$ cat src/kla_pkg.sv
package kla_pkg;

    localparam int NCOMP       = 10;
    localparam int COMP_W      = 32;
    localparam int TIME_W      = 24;
    localparam int COMP_IDX_W  = 4;
    localparam int MUL_A_W     = 18;
    localparam int MUL_B_W     = 28;
    localparam int MUL_P_W     = MUL_A_W + MUL_B_W;
    localparam int ACC_W       = 64;
    localparam int HALF_W      = 16;

    localparam logic [COMP_IDX_W-1:0] ROT_FIRST = 4'd3;
    localparam logic [COMP_IDX_W-1:0] ROT_LAST  = 4'd5;

    // round(pi/180 * 2^32)
    localparam logic [26:0] DEG2RAD_Q32 = 27'd74961321;

    typedef enum logic [1:0] {
        CMD_ADD   = 2'd0,
        CMD_TICK  = 2'd1,
        CMD_CLEAR = 2'd2,
        CMD_RSVD  = 2'd3
    } cmd_t;

    typedef struct packed {
        logic [1:0]         cmd;
        logic [23:0]        time_value;
        logic signed [31:0] move_x;
        logic signed [31:0] move_y;
        logic signed [31:0] move_z;
        logic signed [31:0] turn_x_deg;
        logic signed [31:0] turn_y_deg;
        logic signed [31:0] turn_z_deg;
        logic signed [31:0] size_x;
        logic signed [31:0] size_y;
        logic signed [31:0] size_z;
        logic signed [31:0] opacity;
    } in_item_t;

    typedef struct packed {
        logic               finished;
        logic signed [31:0] out_move_x;
        logic signed [31:0] out_move_y;
        logic signed [31:0] out_move_z;
        logic signed [31:0] out_turn_x;
        logic signed [31:0] out_turn_y;
        logic signed [31:0] out_turn_z;
        logic signed [31:0] out_size_x;
        logic signed [31:0] out_size_y;
        logic signed [31:0] out_size_z;
        logic signed [31:0] out_opacity;
    } out_item_t;

    typedef struct packed {
        logic busy;
        logic done;
    } div_stat_t;

    typedef enum logic [4:0] {
        ST_IDLE,
        ST_ADD_COMP,
        ST_ADD_MHI,
        ST_ADD_WR,
        ST_SRCH_RD,
        ST_SRCH_CHK,
        ST_PREV_RD,
        ST_PREV_CHK,
        ST_DIV,
        ST_LR_RDA,
        ST_LR_RDB,
        ST_LR_DIF,
        ST_LR_MLO,
        ST_LR_MHI,
        ST_LR_WR,
        ST_CP_RD,
        ST_CP_WR,
        ST_OUT
    } state_t;

endpackage

$ cat src/kla_div.sv
module kla_div #(
    parameter int FRAC_BITS = 16
) (
    input  logic                        clk,
    input  logic                        rst_n,
    input  logic                        start,
    input  logic [kla_pkg::TIME_W-1:0]  diff,
    input  logic [kla_pkg::TIME_W-1:0]  span,
    output kla_pkg::div_stat_t          stat,
    output logic [FRAC_BITS:0]          quot
);

    localparam int QW    = FRAC_BITS + 1;
    localparam int CNT_W = $clog2(FRAC_BITS + 1);

    logic                       busy_reg;
    logic                       done_reg;
    logic [CNT_W-1:0]           cnt_reg;
    logic [kla_pkg::TIME_W-1:0] rem_reg;
    logic [kla_pkg::TIME_W-1:0] span_reg;
    logic [QW-1:0]              quot_reg;
    logic [kla_pkg::TIME_W:0]   rem_sh;
    logic                       rem_ge;

    assign rem_sh = {rem_reg, 1'b0};
    assign rem_ge = rem_sh >= {1'b0, span_reg};

    always_ff @(posedge clk or negedge rst_n)
    begin
        if (!rst_n)
        begin
            busy_reg <= 1'b0;
            done_reg <= 1'b0;
            cnt_reg  <= '0;
        end
        else
        begin
            done_reg <= 1'b0;
            if (start)
            begin
                busy_reg <= 1'b1;
                cnt_reg  <= CNT_W'(FRAC_BITS);
            end
            else if (busy_reg)
            begin
                cnt_reg <= cnt_reg - CNT_W'(1);
                if (cnt_reg == CNT_W'(1))
                begin
                    busy_reg <= 1'b0;
                    done_reg <= 1'b1;
                end
            end
        end
    end

    // restoring division, one quotient bit per cycle
    always_ff @(posedge clk)
    begin
        if (start)
        begin
            span_reg <= span;
            if (diff >= span)
            begin
                rem_reg  <= diff - span;
                quot_reg <= QW'(1);
            end
            else
            begin
                rem_reg  <= diff;
                quot_reg <= '0;
            end
        end
        else if (busy_reg)
        begin
            if (rem_ge)
            begin
                rem_reg  <= kla_pkg::TIME_W'(rem_sh - {1'b0, span_reg});
                quot_reg <= {quot_reg[QW-2:0], 1'b1};
            end
            else
            begin
                rem_reg  <= rem_sh[kla_pkg::TIME_W-1:0];
                quot_reg <= {quot_reg[QW-2:0], 1'b0};
            end
        end
    end

    assign stat.busy = busy_reg;
    assign stat.done = done_reg;
    assign quot      = quot_reg;

endmodule
$ cat config.mk
export PLATFORM = sky130hd
export DESIGN_NAME = kla_div
export DESIGN_NICKNAME = d
export VERILOG_FILES = /design/src/kla_pkg.sv /design/src/kla_div.sv
export SDC_FILE = /design/constraint.sdc
export NUM_CORES = 1
export LEC_CHECK = 0
export ABC_AREA = 1
export BUFFER_PORTS_ARGS = -buffer_cell sky130_fd_sc_hd__buf_2
export CAP_MARGIN = 25
export CORE_ASPECT_RATIO = 1.1
export CORE_MARGIN = 3
export CORE_UTILIZATION = 40
export DETAILED_ROUTE_END_ITERATION = 8
export PLACE_DENSITY = 0.63
export SYNTH_ARGS = -nofsm -noshare
export SYNTH_HDL_FRONTEND = slang
export SYNTH_SLANG_ARGS = --single-unit
$ cat constraint.sdc
create_clock -name clk -period 2.7 [get_ports clk]
set_clock_uncertainty 0.1 [all_clocks]
set_input_delay 0.135 -clock clk [delete_from_list [all_inputs] [get_ports clk]]
set_output_delay 0.135 -clock clk [all_outputs]
set_load 0.05 [all_outputs]
==> impl_results.md <==
- Die Y: approximately 140 um
- HP Class: in2async
- Cells after synthesis: around 1100
- Crit path time final: ~2600 ps
- DR WL/cell: ~14 um
- Status: finished, final reports clean
- CTS tree: done
- Synth Register Bits: 72
- GRT Overall Usage: a little over a fifth
- Die width: between 100 and 150 um
- Post-route ant nets: 0
- Clock Power Share: 16.3%
- Clk root buf: clkbuf_16
- Yosys top cell by area: edfxtp_1
- Synth-to-Final Area Change: 17.82%
- Post-layout util: 49.05%
- Logic pwr share: 57.5%
- Number of synthesized flops with an enable pin: 65
- Input/output buffers: 69
- Initial DRT Pass Iterations: 7
- Final WS setup: 120.1 ps
- Worst skew pair latency: between 300 and 400 ps
- Most used DFF post-synth: edfxtp_1
- DRC errors left: 0
- Slowest stage delay, CP: between 500 and 600 ps
- Worst-margin pin slew: roughly 570 ps
- Synth top area cells: edfxtp_1, nand2_1, inv_1
- Initial antenna violation count: 0
- Final-layout fill cell count: 1767
- Setup TNS: 0 ps
- R2r startpoint: rem_reg[16]
- Initial Utilization: 41.63%
- Met3 WL post-DR: 688 um
- Total CTS buffers: 9
- Synth Warn #: 0
- Synth top area share: 28.11%
- Met1 Wirelength: 9.000 mm
- 1st-iter DRT viols: 581
- Critical path peak fanout: 6
- Syn Std Cell Area: 0.006943 mm2
- Placeable Area: between 0.015 and 0.02 mm2
- Internal power: between 3 and 4 mW
- Seq/Total Area, Yosys: 30.64%
- Pwr Total: approximately 6.4 mW
- Leakage: 4.433 nW
- Netlist cell types: 38
- Crit-path cells: dlygate4sd3_1 -> buf_2 -> inv_1 -> ha_1 -> nand2_1 -> nor2_2 -> nand4_1 -> nand3_1 -> nand2_2 -> nand3_4 -> buf_12 -> nand3_1 -> nand2_1 -> nand2_1
- CP delay by family, top: simple AND/OR/NAND/NOR gates
- Critical path arrival: roughly 2600 ps
- Period utilization: 95.55%
- DRT Wirelength: ~20 mm
- Max Clk Rate: 0.3876 GHz
- R2R setup slack: 210 ps
- PwrDens: 784.3 mW/mm2
- Slew headroom: around 62%
- Largest net degree at the start of global routing: between 60 and 70
- Peak supply drop: 407.1 uV
- Placed Area: 0.007599 mm2
- Place WS: between 100 and 150 ps
- CP endpoint kind: flip-flop
- CP required: around 2700 ps
- Final setup fails: 0
- Top sig layer: met4
- Global-route wire length before repair: 32.41 mm
- WS Path Type: in2reg
- Syn avg cell area: between 6 and 7 um2
- Synth async-reset ratio: 9.722%
- Vias per inst: between 4 and 5
- Via total after detailed routing: 6754
- Switching Fraction: 45.98%
- Most Frequent Cell on Critical Path: nand2_1
- Final nets: 1262
- Final Hold Vio Count: 0
- Slew Viols, Final: 0
- Hpwl dp: 15.72 mm
- Startpoint Class: input port
- Psw: 2.950 mW
- I/O pin cnt: 70
- Htree depth: 3
- Met2 routed WL: 9.570 mm
- Sequential share of power: 26.2%
- Total die area: 0.01898 mm2
- Share of cells above drive strength 1: between 10% and 20%
- Crit path buffers/inverters: 4
- Synth Net Count: 1158
- Grt total ovfl: 0
- Worst r2r path cells: 13
- Cell area after layout: 0.008180 mm2
- Placer congestion estimate: ~0.94
- Slowest CP cell: dlygate4sd3_1
- Vias in the first global route: 6535
- Clock Path Buffers: 2
- ANT cells: 0
- Worst r2r dst: rem_reg[19]
- Reg clk slew, reported paths: ~60 ps
- Maxcap violations: 0
- Num rows: 49
- Clock Sinks: between 70 and 80
==> cells in the mapped netlist, types with 2 or more instances <==
cell type	n
nand2_1	365
inv_1	213
nand3_1	95
nor2_1	71
edfxtp_1	65
ha_1	50
a21oi_1	38
nand4_1	30
nand3b_1	23
o21ai_0	16
xnor2_1	15
dfrtp_1	7
nand2_2	7
buf_2	6
clkbuf_1	6
o21bai_1	6
nor3_1	5
and2_1	4
buf_6	4
nor4_1	3
o21ai_1	3
xor2_1	3
buf_4	2
fa_1	2
nand3_4	2
nor2_2	2
==> what timing repair did <==
action | in CTS | in global routing
hold endpoints to repair | 31 | 0
hold buffers | 25 | 0
buffers inserted | 0 | 2
gates resized for setup | 0 | 11
endpoints found under the setup margin | 0 | 14
==> routing by layer <==
layer	track usage (%)	up-vias
met2	36.87	150
met3	1.914	39
met4	8.181	0
met1	27.69	3019
met5	0	-
li1	-	3546
==> power by group through the flow <==
stage | logic, mW | registers [mW] | clock network, mW
2_1_floorplan | 2.68 | 1.76 | 0
3_3_place_gp | 3.56 | 1.69 | 0
3_5_place_dp | 3.58 | 1.70 | 0
4_1_cts | 3.63 | 1.68 | 1.06
5_1_grt | 4.20 | 1.72 | 1.11
6_report | 3.69 | 1.68 | 1.04
==> stage by stage <==
stage,hold slack (ps),std cells
floorplan,-260.6,1055
detailed placement,-121.1,1349
global route,73.33,1391
finish,53.93,1391
CTS,48.14,1388
global placement,-121.5,1349
==> layout by cell type, fill, tap and decap left out, types with 4 or more instances in the layout <==
cell,count
nand2_1,364
inv_1,213
nand3_1,95
buf_2,69
nor2_1,68
edfxtp_1,65
ha_1,48
a21oi_1,37
nand4_1,30
dlygate4sd3_1,25
nand3b_1,23
o21ai_0,16
xnor2_1,15
buf_4,13
clkbuf_16,9
nand2_2,7
dfrtp_1,7
o21bai_1,6
nor3_1,5
and2_1,4
==> cell type report <==
cell class / instances / area (um2) / share of cell area (%)
clock buffers: 9 / 225.2 / 2.753
clock inverters: 5 / 26.28 / 0.3212
inverters: 214 / 803.3 / 9.820
multi-input cells: 751 / 3948 / 48.26
flip-flops and latches: 72 / 2127 / 26.00
well taps: 229 / 286.5 / 3.503
repair buffers: 111 / 764.5 / 9.345
==> logic make-up (layout without fill, tap and decap cells) <==
logic type      Yosys count  in the layout  share of synthesized area (%)
simple gates            613            614                          38.94
buf+inv                 233            339                          13.25
flops                    72             72                          30.64
compound gates           67             67                          5.316
fa+ha+maj                52             52                          9.587
xor+xnor                 18             18                          2.271
==> worst max-delay path by stage <==
stage | from | endpoint | slack [ps] | cells past startpoint
floorplan | rem_reg[14] | rem_reg[2] | 600 | 12
global placement | diff[0] | rem_reg[0] | 140 | 13
detailed placement | diff[0] | rem_reg[0] | 130 | 13
CTS | span[7] | rem_reg[23] | 4 | 14
global route | span[7] | rem_reg[0] | -5 | 14
finish | span[7] | rem_reg[23] | 120 | 14
Power figures use the tool's default switching activity.
